File: src/assert_macros.svh
// assertion macros shared by the rtl modules
`ifndef ASSERT_MACROS_SVH
`define ASSERT_MACROS_SVH

// same-cycle implication
`define ASSERT_IMPLIES(name, clk, rstn, ante, cons) \
    name: assert property (@(posedge clk) disable iff (!rstn) (ante) |-> (cons)) \
        else $error("assertion failed");

// next-cycle implication
`define ASSERT_NEXT(name, clk, rstn, ante, cons) \
    name: assert property (@(posedge clk) disable iff (!rstn) (ante) |=> (cons)) \
        else $error("assertion failed");

`endif

File: src/stw_pkg.sv
// types, constants and helper functions of the sigil text to binary writer
package stw_pkg;

    localparam logic [7:0] CH_BYTE   = 8'h7E;
    localparam logic [7:0] CH_SHORT  = 8'h21;
    localparam logic [7:0] CH_INT    = 8'h3F;
    localparam logic [7:0] CH_LONG   = 8'h26;
    localparam logic [7:0] CH_CHAR   = 8'h5E;
    localparam logic [7:0] CH_QUOTE  = 8'h22;
    localparam logic [7:0] CH_BSLASH = 8'h5C;
    localparam logic [7:0] CH_ZERO   = 8'h30;
    localparam logic [7:0] CH_NINE   = 8'h39;
    localparam logic [7:0] SIGN_FILL = 8'hFF;

    localparam logic [1:0] RK_DATA  = 2'd0;
    localparam logic [1:0] RK_ERROR = 2'd1;
    localparam logic [1:0] RK_END   = 2'd2;

    localparam logic [1:0] FMT_BYTE  = 2'd0;
    localparam logic [1:0] FMT_SHORT = 2'd1;
    localparam logic [1:0] FMT_INT   = 2'd2;
    localparam logic [1:0] FMT_LONG  = 2'd3;

    typedef enum logic [6:0] {
        MODE_IDLE     = 7'b0000001,
        MODE_NUM      = 7'b0000010,
        MODE_CHAR     = 7'b0000100,
        MODE_CHAR_ESC = 7'b0001000,
        MODE_STR      = 7'b0010000,
        MODE_STR_ESC  = 7'b0100000,
        MODE_HALT     = 7'b1000000
    } mode_t;

    typedef enum logic [1:0] {
        TAIL_NONE,
        TAIL_BYTE,
        TAIL_ERR,
        TAIL_END
    } tail_t;

    typedef struct packed {
        logic        has_flush;
        logic [1:0]  fmt;
        logic [31:0] value;
        tail_t       tail;
        logic [7:0]  tail_byte;
    } cmd_t;

    function automatic logic [7:0] unescape(input logic [7:0] c);
        logic [7:0] r;
        case (c)
            "a", "A": r = 8'd7;
            "b", "B": r = 8'd8;
            "f", "F": r = 8'd12;
            "n", "N": r = 8'd10;
            "r", "R": r = 8'd13;
            "t", "T": r = 8'd9;
            "v", "V": r = 8'd11;
            "0":      r = 8'd0;
            default:  r = c;
        endcase
        return r;
    endfunction

    function automatic logic [3:0] flush_len(input logic [1:0] fmt);
        logic [3:0] n;
        case (fmt)
            FMT_BYTE:  n = 4'd1;
            FMT_SHORT: n = 4'd2;
            FMT_INT:   n = 4'd4;
            default:   n = 4'd8;
        endcase
        return n;
    endfunction

endpackage

File: src/stw_in_if.sv
// text character channel
interface stw_in_if;
    logic       valid;
    logic       ready;
    logic       kind;
    logic [7:0] text_char;

    modport source (output valid, output kind, output text_char, input ready);
    modport sink (input valid, input kind, input text_char, output ready);
endinterface

File: src/stw_out_if.sv
// binary result channel
interface stw_out_if;
    logic       valid;
    logic       ready;
    logic [1:0] result_kind;
    logic [7:0] out_byte;
    logic       last;

    modport source (output valid, output result_kind, output out_byte, output last,
                    input ready);
    modport sink (input valid, input result_kind, input out_byte, input last,
                  output ready);
endinterface

File: src/stw_front.sv
// parser: accepts text characters, tracks the parse mode and issues output commands
`include "assert_macros.svh"

module stw_front (
    input  logic          clk,
    input  logic          rst_n,
    stw_in_if.sink        text,
    input  logic          full,
    output logic          push,
    output stw_pkg::cmd_t cmd
);
    import stw_pkg::*;

    mode_t       mode_reg, mode_next;
    logic [1:0]  fmt_reg, fmt_next;
    logic [31:0] value_reg, value_next;
    logic        accept;
    logic        is_digit;
    logic        sig_known;
    mode_t       sig_mode;
    logic [1:0]  sig_fmt;
    logic [7:0]  c;

    assign text.ready = !full;
    assign accept     = text.valid && text.ready;
    assign c          = text.text_char;
    assign is_digit   = c inside {[CH_ZERO:CH_NINE]};

    always_comb
    begin
        sig_known = 1'b1;
        sig_mode  = MODE_NUM;
        sig_fmt   = fmt_reg;
        case (c)
            CH_BYTE:  sig_fmt = FMT_BYTE;
            CH_SHORT: sig_fmt = FMT_SHORT;
            CH_INT:   sig_fmt = FMT_INT;
            CH_LONG:  sig_fmt = FMT_LONG;
            CH_CHAR:  sig_mode = MODE_CHAR;
            CH_QUOTE: sig_mode = MODE_STR;
            default:
            begin
                sig_known = 1'b0;
                sig_mode  = MODE_HALT;
            end
        endcase
    end

    always_comb
    begin
        mode_next     = mode_reg;
        fmt_next      = fmt_reg;
        value_next    = value_reg;
        cmd.has_flush = 1'b0;
        cmd.fmt       = fmt_reg;
        cmd.value     = value_reg;
        cmd.tail      = TAIL_NONE;
        cmd.tail_byte = c;
        if (text.kind)
        begin
            cmd.has_flush = (mode_reg == MODE_NUM);
            cmd.tail      = TAIL_END;
            mode_next     = MODE_IDLE;
            value_next    = '0;
        end
        else
        begin
            case (mode_reg)
                MODE_NUM:
                begin
                    if (is_digit)
                    begin
                        value_next = (value_reg << 3) + (value_reg << 1) + {28'd0, c[3:0]};
                    end
                    else
                    begin
                        cmd.has_flush = 1'b1;
                        value_next    = '0;
                        mode_next     = sig_mode;
                        fmt_next      = sig_fmt;
                        if (!sig_known)
                        begin
                            cmd.tail = TAIL_ERR;
                        end
                    end
                end
                MODE_CHAR:
                begin
                    if (c == CH_BSLASH)
                    begin
                        mode_next = MODE_CHAR_ESC;
                    end
                    else
                    begin
                        cmd.tail  = TAIL_BYTE;
                        mode_next = MODE_IDLE;
                    end
                end
                MODE_CHAR_ESC:
                begin
                    cmd.tail      = TAIL_BYTE;
                    cmd.tail_byte = unescape(c);
                    mode_next     = MODE_IDLE;
                end
                MODE_STR:
                begin
                    if (c == CH_BSLASH)
                    begin
                        mode_next = MODE_STR_ESC;
                    end
                    else if (c == CH_QUOTE)
                    begin
                        mode_next = MODE_IDLE;
                    end
                    else
                    begin
                        cmd.tail = TAIL_BYTE;
                    end
                end
                MODE_STR_ESC:
                begin
                    cmd.tail      = TAIL_BYTE;
                    cmd.tail_byte = unescape(c);
                    mode_next     = MODE_STR;
                end
                MODE_HALT:
                begin
                    mode_next = MODE_HALT;
                end
                default:
                begin
                    value_next = '0;
                    mode_next  = sig_mode;
                    fmt_next   = sig_fmt;
                    if (!sig_known)
                    begin
                        cmd.tail = TAIL_ERR;
                    end
                end
            endcase
        end
    end

    assign push = accept && (cmd.has_flush || (cmd.tail != TAIL_NONE));

    always_ff @(posedge clk or negedge rst_n)
    begin
        if (!rst_n)
        begin
            mode_reg  <= MODE_IDLE;
            fmt_reg   <= FMT_BYTE;
            value_reg <= '0;
        end
        else if (accept)
        begin
            mode_reg  <= mode_next;
            fmt_reg   <= fmt_next;
            value_reg <= value_next;
        end
    end

    // a number only accumulates while a number is open
    `ASSERT_IMPLIES(a_value_only_in_number, clk, rst_n, mode_reg != MODE_NUM, value_reg == '0)

endmodule

File: src/stw_queue.sv
// command queue between parser and byte emitter
`include "assert_macros.svh"

module stw_queue #(
    parameter int DEPTH = 4
) (
    input  logic          clk,
    input  logic          rst_n,
    input  logic          push,
    input  stw_pkg::cmd_t wr_cmd,
    input  logic          pop,
    output logic          full,
    output logic          head_valid,
    output stw_pkg::cmd_t head_cmd
);
    import stw_pkg::*;

    localparam int PTR_W = (DEPTH > 1) ? $clog2(DEPTH) : 1;
    localparam int CNT_W = $clog2(DEPTH + 1);

    cmd_t             mem_reg [DEPTH];
    logic [PTR_W-1:0] wr_ptr_reg, wr_ptr_next;
    logic [PTR_W-1:0] rd_ptr_reg, rd_ptr_next;
    logic [CNT_W-1:0] count_reg, count_next;

    assign full       = (count_reg == CNT_W'(DEPTH));
    assign head_valid = (count_reg != '0);
    assign head_cmd   = mem_reg[rd_ptr_reg];

    always_comb
    begin
        wr_ptr_next = wr_ptr_reg;
        rd_ptr_next = rd_ptr_reg;
        count_next  = count_reg;
        if (push)
        begin
            wr_ptr_next = (wr_ptr_reg == PTR_W'(DEPTH - 1)) ? '0 : wr_ptr_reg + 1'b1;
        end
        if (pop)
        begin
            rd_ptr_next = (rd_ptr_reg == PTR_W'(DEPTH - 1)) ? '0 : rd_ptr_reg + 1'b1;
        end
        if (push && !pop)
        begin
            count_next = count_reg + 1'b1;
        end
        else if (pop && !push)
        begin
            count_next = count_reg - 1'b1;
        end
    end

    always_ff @(posedge clk or negedge rst_n)
    begin
        if (!rst_n)
        begin
            wr_ptr_reg <= '0;
            rd_ptr_reg <= '0;
            count_reg  <= '0;
        end
        else
        begin
            wr_ptr_reg <= wr_ptr_next;
            rd_ptr_reg <= rd_ptr_next;
            count_reg  <= count_next;
        end
    end

    always_ff @(posedge clk)
    begin
        if (push)
        begin
            mem_reg[wr_ptr_reg] <= wr_cmd;
        end
    end

    `ASSERT_IMPLIES(a_pop_not_empty, clk, rst_n, pop, count_reg != '0)
    `ASSERT_NEXT(a_push_counts, clk, rst_n, push && !pop,
                 count_reg == CNT_W'($past(count_reg) + 1'b1))

endmodule

File: src/stw_back.sv
// byte emitter: expands queued commands into result transactions
`include "assert_macros.svh"

module stw_back (
    input  logic          clk,
    input  logic          rst_n,
    input  logic          head_valid,
    input  stw_pkg::cmd_t head_cmd,
    output logic          pop,
    stw_out_if.source     result
);
    import stw_pkg::*;

    logic [3:0] idx_reg, idx_next;
    logic       valid_reg, valid_next;
    logic [1:0] kind_reg;
    logic [7:0] byte_reg;
    logic       last_reg;

    logic       load;
    logic [3:0] nflush;
    logic [3:0] total;
    logic       final_byte;
    logic [1:0] sel;
    logic [7:0] num_byte;
    logic [1:0] cur_kind;
    logic [7:0] cur_byte;

    assign load   = !valid_reg || result.ready;
    assign nflush = head_cmd.has_flush ? flush_len(head_cmd.fmt) : 4'd0;
    assign total  = nflush + {3'd0, head_cmd.tail != TAIL_NONE};
    assign final_byte = (idx_reg + 1'b1) == total;
    assign pop    = load && head_valid && final_byte;

    always_comb
    begin
        case (head_cmd.fmt)
            FMT_BYTE:  sel = 2'd0;
            FMT_SHORT: sel = {1'b0, ~idx_reg[0]};
            FMT_INT:   sel = idx_reg[1:0];
            default:   sel = ~idx_reg[1:0];
        endcase
        num_byte = head_cmd.value[{sel, 3'b000} +: 8];
        if (head_cmd.fmt == FMT_LONG && !idx_reg[2])
        begin
            num_byte = head_cmd.value[31] ? SIGN_FILL : 8'h00;
        end
    end

    always_comb
    begin
        cur_kind = RK_DATA;
        cur_byte = num_byte;
        if (idx_reg >= nflush)
        begin
            case (head_cmd.tail)
                TAIL_ERR:
                begin
                    cur_kind = RK_ERROR;
                    cur_byte = 8'h00;
                end
                TAIL_END:
                begin
                    cur_kind = RK_END;
                    cur_byte = 8'h00;
                end
                default:
                begin
                    cur_byte = head_cmd.tail_byte;
                end
            endcase
        end
    end

    always_comb
    begin
        valid_next = valid_reg;
        idx_next   = idx_reg;
        if (load)
        begin
            valid_next = head_valid;
            if (head_valid)
            begin
                idx_next = final_byte ? 4'd0 : idx_reg + 1'b1;
            end
        end
    end

    always_ff @(posedge clk or negedge rst_n)
    begin
        if (!rst_n)
        begin
            valid_reg <= 1'b0;
            idx_reg   <= '0;
        end
        else
        begin
            valid_reg <= valid_next;
            idx_reg   <= idx_next;
        end
    end

    always_ff @(posedge clk)
    begin
        if (load && head_valid)
        begin
            kind_reg <= cur_kind;
            byte_reg <= cur_byte;
            last_reg <= final_byte;
        end
    end

    assign result.valid       = valid_reg;
    assign result.result_kind = kind_reg;
    assign result.out_byte    = byte_reg;
    assign result.last        = last_reg;

    // mid-command position means the command is still at the head
    `ASSERT_IMPLIES(a_idx_has_head, clk, rst_n, idx_reg != '0, head_valid)

endmodule

File: src/sigil_text_to_binary_writer.sv
// Sigil text to binary writer. One text character or end of text is taken per
// cycle as long as the command queue (QUEUE_DEPTH entries) has room; the parser
// turns each into at most one command. The emitter drains the queue at one result
// transaction per cycle while the receiver is ready: a flushed number gives 1, 2, 4
// or 8 bytes, followed by an optional data byte, error or end marker, so one input
// yields up to 9 results. Sustained input rate is one per cycle while results average
// one per input; long numbers are absorbed by the queue and the output register.
module sigil_text_to_binary_writer #(
    parameter int QUEUE_DEPTH = 4
) (
    input logic       clk,
    input logic       rst_n,
    stw_in_if.sink    text,
    stw_out_if.source result
);
    import stw_pkg::*;

    logic full;
    logic push;
    logic pop;
    logic head_valid;
    cmd_t wr_cmd;
    cmd_t head_cmd;

    stw_front u_front (
        .clk   (clk),
        .rst_n (rst_n),
        .text  (text),
        .full  (full),
        .push  (push),
        .cmd   (wr_cmd)
    );

    stw_queue #(
        .DEPTH (QUEUE_DEPTH)
    ) u_queue (
        .clk        (clk),
        .rst_n      (rst_n),
        .push       (push),
        .wr_cmd     (wr_cmd),
        .pop        (pop),
        .full       (full),
        .head_valid (head_valid),
        .head_cmd   (head_cmd)
    );

    stw_back u_back (
        .clk        (clk),
        .rst_n      (rst_n),
        .head_valid (head_valid),
        .head_cmd   (head_cmd),
        .pop        (pop),
        .result     (result)
    );

endmodule

File: src/flat_wrapper.sv
// flat-port wrapper written by rule: the top's interface ports become plain ports
module sigil_text_to_binary_writer_flat import stw_pkg::*;
#(
    parameter int QUEUE_DEPTH = 4
)
  (clk, rst_n, text_valid, text_kind, text_text_char, text_ready, result_valid, result_result_kind, result_out_byte, result_last, result_ready);
  stw_in_if text_i ();
  stw_out_if result_i ();
  input logic clk;
  input logic rst_n;
  input wire logic [$bits(text_i.valid)-1:0] text_valid;
  input wire logic [$bits(text_i.kind)-1:0] text_kind;
  input wire logic [$bits(text_i.text_char)-1:0] text_text_char;
  output wire logic [$bits(text_i.ready)-1:0] text_ready;
  output wire logic [$bits(result_i.valid)-1:0] result_valid;
  output wire logic [$bits(result_i.result_kind)-1:0] result_result_kind;
  output wire logic [$bits(result_i.out_byte)-1:0] result_out_byte;
  output wire logic [$bits(result_i.last)-1:0] result_last;
  input wire logic [$bits(result_i.ready)-1:0] result_ready;
  assign text_i.valid = text_valid;
  assign text_i.kind = text_kind;
  assign text_i.text_char = text_text_char;
  assign text_ready = text_i.ready;
  assign result_valid = result_i.valid;
  assign result_result_kind = result_i.result_kind;
  assign result_out_byte = result_i.out_byte;
  assign result_last = result_i.last;
  assign result_i.ready = result_ready;
  sigil_text_to_binary_writer #(.QUEUE_DEPTH(QUEUE_DEPTH)) u_core (.clk(clk), .rst_n(rst_n), .text(text_i), .result(result_i));
endmodule
File: config.mk
export PLATFORM = sky130hd
export DESIGN_NAME = sigil_text_to_binary_writer_flat
export DESIGN_NICKNAME = d
export VERILOG_FILES = /design/src/stw_pkg.sv /design/src/stw_in_if.sv /design/src/stw_out_if.sv /design/src/stw_front.sv /design/src/stw_queue.sv /design/src/stw_back.sv /design/src/sigil_text_to_binary_writer.sv /design/src/flat_wrapper.sv
export VERILOG_INCLUDE_DIRS = /design/src /design/src/src
export SDC_FILE = /design/constraint.sdc
export NUM_CORES = 1
export LEC_CHECK = 0
export ABC_AREA = 1
export BUFFER_PORTS_ARGS = -buffer_cell sky130_fd_sc_hd__buf_2
export CAP_MARGIN = 20
export CORE_MARGIN = 2
export CORE_UTILIZATION = 65
export CTS_BUF_LIST = sky130_fd_sc_hd__clkbuf_8
export CTS_CLUSTER_DIAMETER = 200
export DETAILED_ROUTE_END_ITERATION = 16
export PLACE_DENSITY = 0.79
export SYNTH_ARGS = -nofsm -noshare
export SYNTH_HDL_FRONTEND = slang
export SYNTH_SLANG_ARGS = --single-unit
File: constraint.sdc
create_clock -name clk -period 4.7 [get_ports clk]
set_clock_uncertainty 0.2 [all_clocks]
set_input_delay 0 -clock clk [delete_from_list [all_inputs] [get_ports clk]]
set_output_delay 0 -clock clk [all_outputs]
set_load 0.05 [all_outputs]
### After elaboration in Yosys (flattened, before gate mapping)

Memory sizes are Yosys's and may differ from the RTL's.
Index checks and enable logic that the tools add are counted.

* magnitude comparators: 3
* bitwise operators: 4
* multiplexer cells: 42
* equal/unequal tests: 41
* add/subtract/negate cells: 8
* shift operators: 1
* reduce and logical (&&, ||, !) cells: 36

Operators by type and width (count)
* == test 8 x 7 -> 1 bit (second input constant): 17
* 2-to-1 mux 32 bit: 2
* one-hot mux 32 bit (2 select lines): 1
* one-hot mux 8 bit (8 select lines): 1
* 2-to-1 mux 8 bit: 6
* one-hot mux 7 bit (6 select lines): 1
* == test 8 x 6 -> 1 bit (second input constant): 5
* adder 32 bit: 1
* adder 32 x 4 -> 32 bit: 1
* indexed part select 32 x 6 -> 8 bit: 1
* 2-to-1 mux 7 bit: 4
* one-hot mux 7 bit (3 select lines): 1
* OR reduction 2 bit: 9
* == test 2 bit (second input constant): 6
* 2-to-1 mux 2 bit: 6
* 2-to-1 mux 4 bit: 3
* one-hot mux 4 bit (3 select lines): 1
* one-hot mux 2 bit (5 select lines): 1
* 2-to-1 mux 1 bit: 9
* >= comparator 8 x 6 -> 1 bit (second input constant): 1
* <= comparator 8 x 6 -> 1 bit (second input constant): 1
* logical AND 1 bit: 8
* one-hot mux 2 bit (2 select lines): 2
* one-hot mux 2 bit (4 select lines): 1
* 34 further kinds: 46

* memory bits (writable): 180
* register bits after elaboration: 64
* logic and storage cells: 147
* memories: 1
* output and inout port bits: 13
* bits of input ports: 13

Memories
* u_core.u_queue.mem_reg: words 4, width 45, read ports 1, clocked after memory_dff 0, write ports 1, RTL line stw_queue.sv:21 `cmd_t mem_reg [DEPTH];`

### Longest topological paths before layout

Gate-level depths: netlist of the first run.

* depth after elaboration: 14
* gate-level depth with buffers: 22
* gate-level depth less buffers: 19

### Cells and area by module

From an unflattened synthesis of the first run, not the netlist that was laid out.

* cells, all modules: 1587
* area total of the unflattened synthesis: 13828.3 sq um

By module, submodules not included
* stw_queue: area an instance 7566.0 sq um, cells each 577, instances 1, sequential area each 5580.4 sq um
* stw_front: area an instance 4740.8 sq um, cells each 769, instances 1, sequential area each 1027.2 sq um
* stw_back: area an instance 1521.5 sq um, cells each 241, instances 1, sequential area each 455.4 sq um

### Worst setup path before layout of the first run

OpenSTA, ideal clock, no wires.

* path type: flip-flop to flip-flop
* start point: register u_core.u_front.mode_reg[0]
* end point: memory u_core.u_queue.mem_reg[0][0] (netlist bit), enable pin
* arrival time: 3.353 ns
* period minus slack after synthesis: 4.000 ns
* path slack: 0.700 ns
* setup time: 0.448 ns
* stages on the path, launching flop included: 10
* path buffers: 0
* required time: 4.052 ns
* path through: dfstp_2 -> nor2_2 -> nand2_2 -> nor2_1 -> or2_1 -> nor2_4 -> nand4_1 -> nand2_1 -> nand2_2 -> nor2_1

* word-level cells in the longest chain between the ends: 9
* elaborated cells between the ends (all ways): 16
* those cells by class: eq/ne (6); mux (6); reduce/logical (4)

RTL lines
* start, declared: RTL line stw_front.sv:14 `mode_t mode_reg, mode_next;`
* start signal, assigned: RTL line stw_front.sv:156 `mode_reg <= mode_next;`
* == test 7 x 6 -> 1 bit / == test 7 x 4 -> 1 bit (equally long branches): RTL line stw_front.sv:68 `case (mode_reg)`
* OR reduction 2 bit (no source line)
* one-hot mux 2 bit (5 select lines): RTL line stw_front.sv:68
* 2-to-1 mux 2 bit: RTL line stw_front.sv:59 `if (text.kind)`
* nonzero test 2 bit: RTL line stw_front.sv:144 `assign push = accept && (cmd.has_flush || (cmd.tail != TAIL_NONE));`
* logical OR 1 bit *: RTL line stw_front.sv:144
* logical AND 1 bit *: RTL line stw_front.sv:144
* 2-to-1 mux 1 bit *: RTL line stw_queue.sv:71 `if (push)`
* 2-to-1 mux 1 bit (not written as such) *: RTL line stw_queue.sv:73 `mem_reg[wr_ptr_reg] <= wr_cmd;`
* end, declared: RTL line stw_queue.sv:21

Every way passes the cells marked *; elsewhere a longest branch is shown, timed or not.

### Final worst setup path of the first run

* start point: register u_core.u_queue.rd_ptr_reg[0]
* end point: register u_core.u_queue.count_reg[1]

* word-level cells in the longest chain between the ends: 10
* elaborated cells between the ends (all ways): 15
* those cells by class: add/sub (1); eq/ne (3); mux (3); reduce/logical (7); memory (1)

RTL lines
* start, declared: RTL line stw_queue.sv:23 `logic [PTR_W-1:0] rd_ptr_reg, rd_ptr_next;`
* start signal, assigned: RTL line stw_queue.sv:64 `rd_ptr_reg <= rd_ptr_next;`
* memory read (4 x 45 bit) *
* == test 2 bit, or another cell as far along: RTL line stw_pkg.sv:67 `case (fmt)`
* one-hot mux 4 bit (3 select lines): RTL line stw_pkg.sv:67
* 2-to-1 mux 4 bit: RTL line stw_back.sv:30 `assign nflush = head_cmd.has_flush ? flush_len(head_cmd.fmt) : 4'd0;`
* adder 4 x 1 -> 4 bit *: RTL line stw_back.sv:31 `assign total = nflush + {3'd0, head_cmd.tail != TAIL_NONE};`
* == test 4 bit *: RTL line stw_back.sv:32 `assign final_byte = (idx_reg + 1'b1) == total;`
* logical AND 1 bit *: RTL line stw_back.sv:33 `assign pop = load && head_valid && final_byte;`
* logical NOT 1 bit *: RTL line stw_queue.sv:43 `if (push && !pop)`
* logical AND 1 bit *: RTL line stw_queue.sv:43
* 2-to-1 mux 3 bit *: RTL line stw_queue.sv:43
* named net u_core.u_queue.count_next[1]: RTL line stw_queue.sv:24 `logic [CNT_W-1:0] count_reg, count_next;`
* end signal, assigned: RTL line stw_queue.sv:65 `count_reg <= count_next;`
* end, declared: RTL line stw_queue.sv:24

Mark *: on every way through the listed nets, which the timed path passes. The rest lies on a longest branch.
A chain may end at the register's enable or synchronous reset.

==> results of run 1 <==
final cells by class:
class / instances / area (sq um)
Clock inverter: 26 / 155
Multi-Input combinational cell: 999 / 5340
Timing Repair Buffer: 58 / 439
Fill cell: 1485 / 5600
Sequential cell: 244 / 7060
Clock buffer: 43 / 592
Tap cell: 270 / 338
Inverter: 136 / 515
kinds of logic after synthesis:
logic type      after synthesis
compound gates              230
xor+xnor                     16
fa+ha+maj                    74
buf+inv                     177
flops                       244
mux                           1
simple gates                678
power by group through the flow:
stage	logic (mW)	registers, mW	clock network (mW)
2_1_floorplan	2.16	3.21	0
3_3_place_gp	2.96	3.03	0
3_5_place_dp	3.03	3.05	0
4_1_cts	3.07	3.01	1.78
5_1_grt	3.44	3.04	1.88
6_report	3.10	3.01	1.76
metrics by stage:
step	cell area [sq um]	total power, mW
global placement	13500	5.99
detailed placement	13500	6.07
finish	14400	7.86
CTS	14400	7.85
global route	14400	8.36
floorplan	13100	5.38
metal layers:
layer | GRT usage [%] | vias up
li1 | - | 4938
met1 | 41.9 | 4737
met2 | 46.4 | 356
met3 | 3.91 | 56
met4 | 8.40 | 0
met5 | 0 | -
layout by cell type, fill, tap and decap left out, types with 3 or more instances in the layout:
master,count
inv_6,3
a21boi_0,3
o22a_1,15
o21ai_1,22
buf_4,11
nand2_2,14
nand2_4,4
dfrtp_1,51
a21oi_1,66
clkbuf_8,43
nand3_1,100
clkinv_2,3
edfxtp_1,191
nor4_1,3
nand3b_1,8
buf_2,25
nor2_2,7
xnor2_1,10
nor2_4,6
nor3_1,6
nand4_1,8
clkinv_1,7
dlygate4sd3_1,20
nand3_2,3
xor2_1,5
o21ai_0,110
ha_1,71
inv_1,141
nor2_1,165
fa_1,3
nand2_1,341
or2_2,4
final timing paths:
check / cells after the start / slack [ns] / end / from
max in group asynchronous: 4 / 3.28 / u_core.u_front.value_reg[1]$_DFFE_PN0P_ / rst_n
setup reg to reg: 19 / 0.72 / u_core.u_queue.count_reg[1]$_DFFE_PN0P_ / u_core.u_queue.rd_ptr_reg[0]$_DFFE_PN0P_
hold reg to reg: 2 / 0.33 / u_core.u_front.mode_reg[0]$_DFFE_PN1P_ / u_core.u_front.mode_reg[0]$_DFFE_PN1P_
setup / recovery: 19 / 0.72 / u_core.u_queue.count_reg[1]$_DFFE_PN0P_ / u_core.u_queue.rd_ptr_reg[0]$_DFFE_PN0P_
min in group asynchronous: 4 / 0.49 / u_core.u_queue.rd_ptr_reg[1]$_DFFE_PN0P_ / rst_n
hold / removal: 2 / 0.08 / u_core.u_queue.mem_reg[2][7]$_DFFE_PP_ / text_text_char[7]
what timing repair did:
action / CTS / global route
hold buffers: 20 / 0
endpoints found under the hold margin: 149 / 0
gates resized for setup: 0 / 0
==> summary.md, run 1 <==
| Metric | Value |
|---|---|
| CP max stage delay | `0.57 ns` |
| Maxcap violations | `0` |
| Post-CTS Setup Bufs | `0` |
| Syn Area/Cell | `9.26 sq um` |
| DR DRC count | `0` |
| Pre-Repair DR Iteration Count | `5` |
| EDFF count, synth | `191` |
| DR WL met2 | `14.2 mm` |
| Syn nets | `1507` |
| WP data required | `4.92 ns` |
| P_leak | `6.37 nW` |
| Largest register FFs | `180` |
| Final core utilization | `72.1%` |
| # rows | `52` |
| Relative slew slack | `44.7%` |
| Largest family of logic cells by synthesized area | `simple AND/OR/NAND/NOR gates` |
| Max layer used | `met4` |
| # diodes | `0` |
| # nets final | `1564` |
| CP dominant cell by count | `nor2_1` |
| CP max FO | `70` |
| Crit path cell chain | `buf_4 > nor2_1 > nor2_1 > o21ai_0 > nand2_1 > nand2_1 > nor2_1 > ha_1 > ha_1 > xor2_1 > nor3b_1 > inv_1 > nor2_2 > nand3_2 > ha_1 > inv_1 > fa_1 > nor2_1 > a21oi_1` |
| Via-to-Cell Ratio | `5.68` |
| WL met3 | `2.03 mm` |
| Metal-1 WL | `13.4 mm` |
| Critical path's slowest cell | `buf_4` |
| Total grt overflow | `0` |
| Synth Flop Type | `edfxtp_1` |
| Post-route non-filler standard cell count | `1776` |
| Post-Syn Instances | `1420` |
| CP bufs+invs | `3` |
| Synth Area in Adders | `7.22%` |
| Port Buf Inserts | `25` |
| Final ANT Viol Nets | `0` |
| Setup crit end kind | `flop` |
| Multiplexer area fraction after synthesis | `0.0762%` |
| GRT Util Overall | `28.9%` |
| Ys Warns | `0` |
| Async SR Flop Fraction | `21.7%` |
| Internal Pwr Total | `4.68 mW` |
| Total CTS buffers | `38` |
| Hold Path Class | `in2reg` |
| Place WS | `0.753 ns` |
| Clock power frac | `22.3%` |
| H-tree depth | `2` |
| Clock sink count | `244` |
| Tmin final | `3.98 ns` |
| Setup TNS Final | `0 ns` |
| P_sw | `3.18 mW` |
| Hold Vio Cnt, Final | `0` |
| Tightest Pin Transition | `0.828 ns` |
| Seq pwr share | `38.2%` |
| Vias in the first global route | `9702` |
| Via count | `10100` |
| Fmax | `0.251 GHz` |
| # setup viols final | `0` |
| Status | `finished clean` |
| Initial core utilization | `65.6%` |
| Sequential cell area fraction in the yosys report | `53.7%` |
| First-pass GRT wire length | `49.1 mm` |
| Die Height | `146 microns` |
| Final WS setup | `0.720 ns` |
| Synth area leaders | `edfxtp_1 44%, dfrtp_1 9.9%, nand2_1 9.7%, ha_1 6.8%, nor2_1 4.8%` |
| CTS root buf | `clkbuf_8` |
| CTS tree | `done` |
| Placed cells | `1686` |
| Simple-Gate Fraction of Synth Area | `22.4%` |
| Pwr Density | `544 mW/mm^2` |
| Die X | `146 microns` |
| Netlist Area Pre-Place | `0.0131 sq mm` |
| Routed wire per std cell | `17.0 microns` |
| Top-area cell type share of the netlist area | `43.6%` |
| Most frequent cell after synthesis | `nand2_1` |
| I/O pins | `26` |
| Synth Area in Compound Gates | `9.56%` |
| Top delay family on crit path | `simple AND/OR/NAND/NOR gates` |
| Comb pwr share | `39.4%` |
| Die ar. | `0.0214 sq mm` |
| CP Launch Type | `flop` |
| Final WL | `30.2 mm` |
| Layout cells sized above 1 | `9.56%` |
| WS Path Type | `reg2reg` |
| Switching share of total power | `40.5%` |
| Clock-pin slew on the worst setup and hold paths | `0.07 ns` |
| Post-synthesis cell type count | `55` |
| Core ar. | `0.0200 sq mm` |
| Final period utilization | `84.7%` |
| Unrepaired setup endpoints after global routing | `false` |
| Initial drt markers | `930` |
| Final GP Congestion | `0.939` |
| Post-synth top area cell | `edfxtp_1` |
| Worst-skew pair later-pin latency | `0.55 ns` |
| Largest net degree at the start of global routing | `71` |
| CTS max path bufs | `3` |
| Hold_ws | `0.0753 ns` |
| #FFs+latches synth | `244` |
| Initial antenna violation count | `0` |
| Peak supply drop | `316 uV` |
| Area Growth Syn to Fin | `9.88%` |
| Slew Viols, Final | `0` |
| Critical path arrival | `4.20 ns` |
| Xor/xnor share of the synthesized area | `1.12%` |
| DP HPWL | `20.3 mm` |
| Post-synth top cells | `341 x nand2_1, 191 x edfxtp_1, 169 x nor2_1` |
(Power assumes the default switching activity.)
==> inputs of run 2 (changes only) <==
Clock period 4.7 ns to 4.14 ns, I/O delays scaled along.
==> run 2 against run 1 <==
Compared with the run above:
- combinational power increased by 13%
- critical endpoint unchanged
- worst hold slack got worse by 0.0067 ns
- largest power group unchanged
- via count increased by 0.97%
- first-iteration DRC count increased by 3.5%
- final cell count increased by 0.11%
- largest cell class unchanged
- sequential power increased by 14%
==> summary.md, run 2 (synthesis results as in run 1) <==
| Metric | Value |
|---|---|
| Setup TNS Final | `0 ns` |
| Final WL | `30.2 mm` |
| Routed wire per std cell | `17.0 microns` |
| Core ar. | `0.0200 sq mm` |
| # rows | `52` |
| Hold Path Class | `in2reg` |
| Tightest Pin Transition | `0.684 ns` |
| Via count | `10200` |
| Largest net degree at the start of global routing | `48` |
| First-pass GRT wire length | `48.9 mm` |
| WP data required | `4.37 ns` |
| Die Height | `146 microns` |
| GRT Util Overall | `28.8%` |
| # setup viols final | `0` |
| Layout cells sized above 1 | `9.48%` |
| Peak supply drop | `275 uV` |
| Worst Hold End | `u_core.u_queue.mem_reg[3][7]$_DFFE_PP_` |
| Die ar. | `0.0214 sq mm` |
| Fmax | `0.268 GHz` |
| Via-to-Cell Ratio | `5.73` |
| Pwr Density | `615 mW/mm^2` |
| Initial core utilization | `65.6%` |
| Critical R2R Launch | `u_core.u_queue.rd_ptr_reg[1]$_DFFE_PN0P_` |
| CP max FO | `21` |
| Total grt overflow | `0` |
| Slew Viols, Final | `0` |
| Critical path arrival | `3.96 ns` |
| Tot Pwr | `8.89 mW` |
| Final ANT Viol Nets | `0` |
| P_leak | `6.38 nW` |
| Setup crit end kind | `flop` |
| Area Growth Syn to Fin | `9.93%` |
| Hold_ws | `0.0685 ns` |
| Place WS | `0.441 ns` |
| Total CTS buffers | `39` |
| Tmin final | `3.73 ns` |
| Initial drt markers | `963` |
| Clock-pin slew on the worst setup and hold paths | `0.06 ns` |
| Worst-skew pair later-pin latency | `0.54 ns` |
| R2R Setup Slk | `0.41 ns` |
| Post-cts sizing count | `0` |
| CTS tree | `done` |
| Commonest non-fill, non-tap cell in the layout | `nand2_1` |
| Largest register FFs | `180` |
| Status | `finished clean` |
| CTS max path bufs | `3` |
| Hold Path Origin | `text_text_char[7]` |
| Final core utilization | `72.1%` |
| Port Buf Inserts | `25` |
| Relative slew slack | `54.4%` |
| Final WS setup | `0.407 ns` |
| Vias in the first global route | `9653` |
| Pre-Repair DR Iteration Count | `7` |
| I/O pins | `26` |
| Maxcap violations | `0` |
| Unrepaired setup endpoints after global routing | `false` |
| # nets final | `1566` |
| Initial antenna violation count | `0` |
| Commonest non-fill, non-tap cells in the layout | `341 x nand2_1, 191 x edfxtp_1, 165 x nor2_1, 145 x inv_1, 110 x o21ai_0` |
| # diodes | `0` |
| Worst r2r path cells | `18` |
| Clock sink count | `244` |
| WS Path Type | `reg2reg` |
| Worst hold path depth | `2` |
| DP HPWL | `20.8 mm` |
| CTS root buf | `clkbuf_8` |
| CP Launch Type | `flop` |
| Final period utilization | `90.2%` |
| H-tree depth | `2` |
| Final GP Congestion | `0.923` |
| DR DRC count | `0` |
| Hold Vio Cnt, Final | `0` |
| Die X | `146 microns` |
| FF-to-FF End | `u_core.u_queue.count_reg[1]$_DFFE_PN0P_` |
==> run 2: changes by cell type in the layout (fill, tap and decap cells not counted), sizes merged <==
| cell | before | now |
|---|---|---|
| buf | 38 | 40 |
| inv | 148 | 150 |
| clkinv | 11 | 10 |
| dlygate4sd3 | 20 | 19 |
==> run 2: metal layers <==
metal  routed length, microns  global-route usage [%]  part of all wire (%)  vias up
met2                    14000                    45.9                    46      401
met1                    13200                    41.4                    44     4789
li1                         -                       -                     -     4937
met3                     2280                    4.28                   7.6       58
met5                        0                       0                     0        -
met4                      766                    9.37                   2.5        0
==> run 2: cell type report <==
class	instances	area (sq um)
Timing Repair Buffer	59	453
Sequential cell	244	7060
Clock inverter	27	148
Inverter	136	515
Fill cell	1493	5590
Multi-Input combinational cell	999	5340
Clock buffer	43	592
Tap cell	270	338
==> run 2: worst max-delay path: stages (launching register included) <==
cell	delay (ns)
dfrtp_1	0.38
inv_1	0.46
nor2_1	0.10
o21ai_0	0.09
nand2_1	0.15
nand2_1	0.11
nor2_1	0.06
ha_1	0.18
ha_1	0.28
xor2_1	0.15
nor3b_1	0.20
inv_1	0.08
nor2_2	0.15
nand3_2	0.12
ha_1	0.22
inv_1	0.10
fa_1	0.43
nor2_1	0.11
a21oi_1	0.05
==> run 2: worst max-delay path by stage <==
stage                                             startpoint                                 endpoint  slack (ns)
floorplan             u_core.u_front.mode_reg[0]$_DFFE_PN1P_   u_core.u_queue.mem_reg[0][0]$_DFFE_PP_        0.14
global placement    u_core.u_queue.rd_ptr_reg[1]$_DFFE_PN0P_  u_core.u_queue.count_reg[1]$_DFFE_PN0P_        0.59
detailed placement  u_core.u_queue.rd_ptr_reg[1]$_DFFE_PN0P_  u_core.u_queue.count_reg[1]$_DFFE_PN0P_        0.44
CTS                 u_core.u_queue.rd_ptr_reg[1]$_DFFE_PN0P_  u_core.u_queue.count_reg[1]$_DFFE_PN0P_        0.42
global route        u_core.u_queue.rd_ptr_reg[1]$_DFFE_PN0P_  u_core.u_queue.count_reg[1]$_DFFE_PN0P_        0.07
finish              u_core.u_queue.rd_ptr_reg[1]$_DFFE_PN0P_  u_core.u_queue.count_reg[1]$_DFFE_PN0P_        0.41
==> run 2: report_power, final <==
| group | internal, mW | total, mW | switching (mW) |
|---|---|---|---|
| sequential | 3.25 | 3.42 | 0.167 |
| clock | 1.02 | 1.96 | 0.934 |
| combinational | 1.06 | 3.51 | 2.45 |
| total | 5.33 | 8.89 | 3.55 |
==> run 2: per-stage QoR <==
stage	cell area [sq um]	cells
after floorplan	13100	1420
after global placement	13500	1689
after detailed placement	13500	1689
after CTS	14400	1778
after global routing	14400	1778
final	14400	1778
==> run 2: timing repair <==
item / CTS / global route
setup buffers: 0 / 0
hold endpoints to repair: 146 / 0
hold buffers: 19 / 0
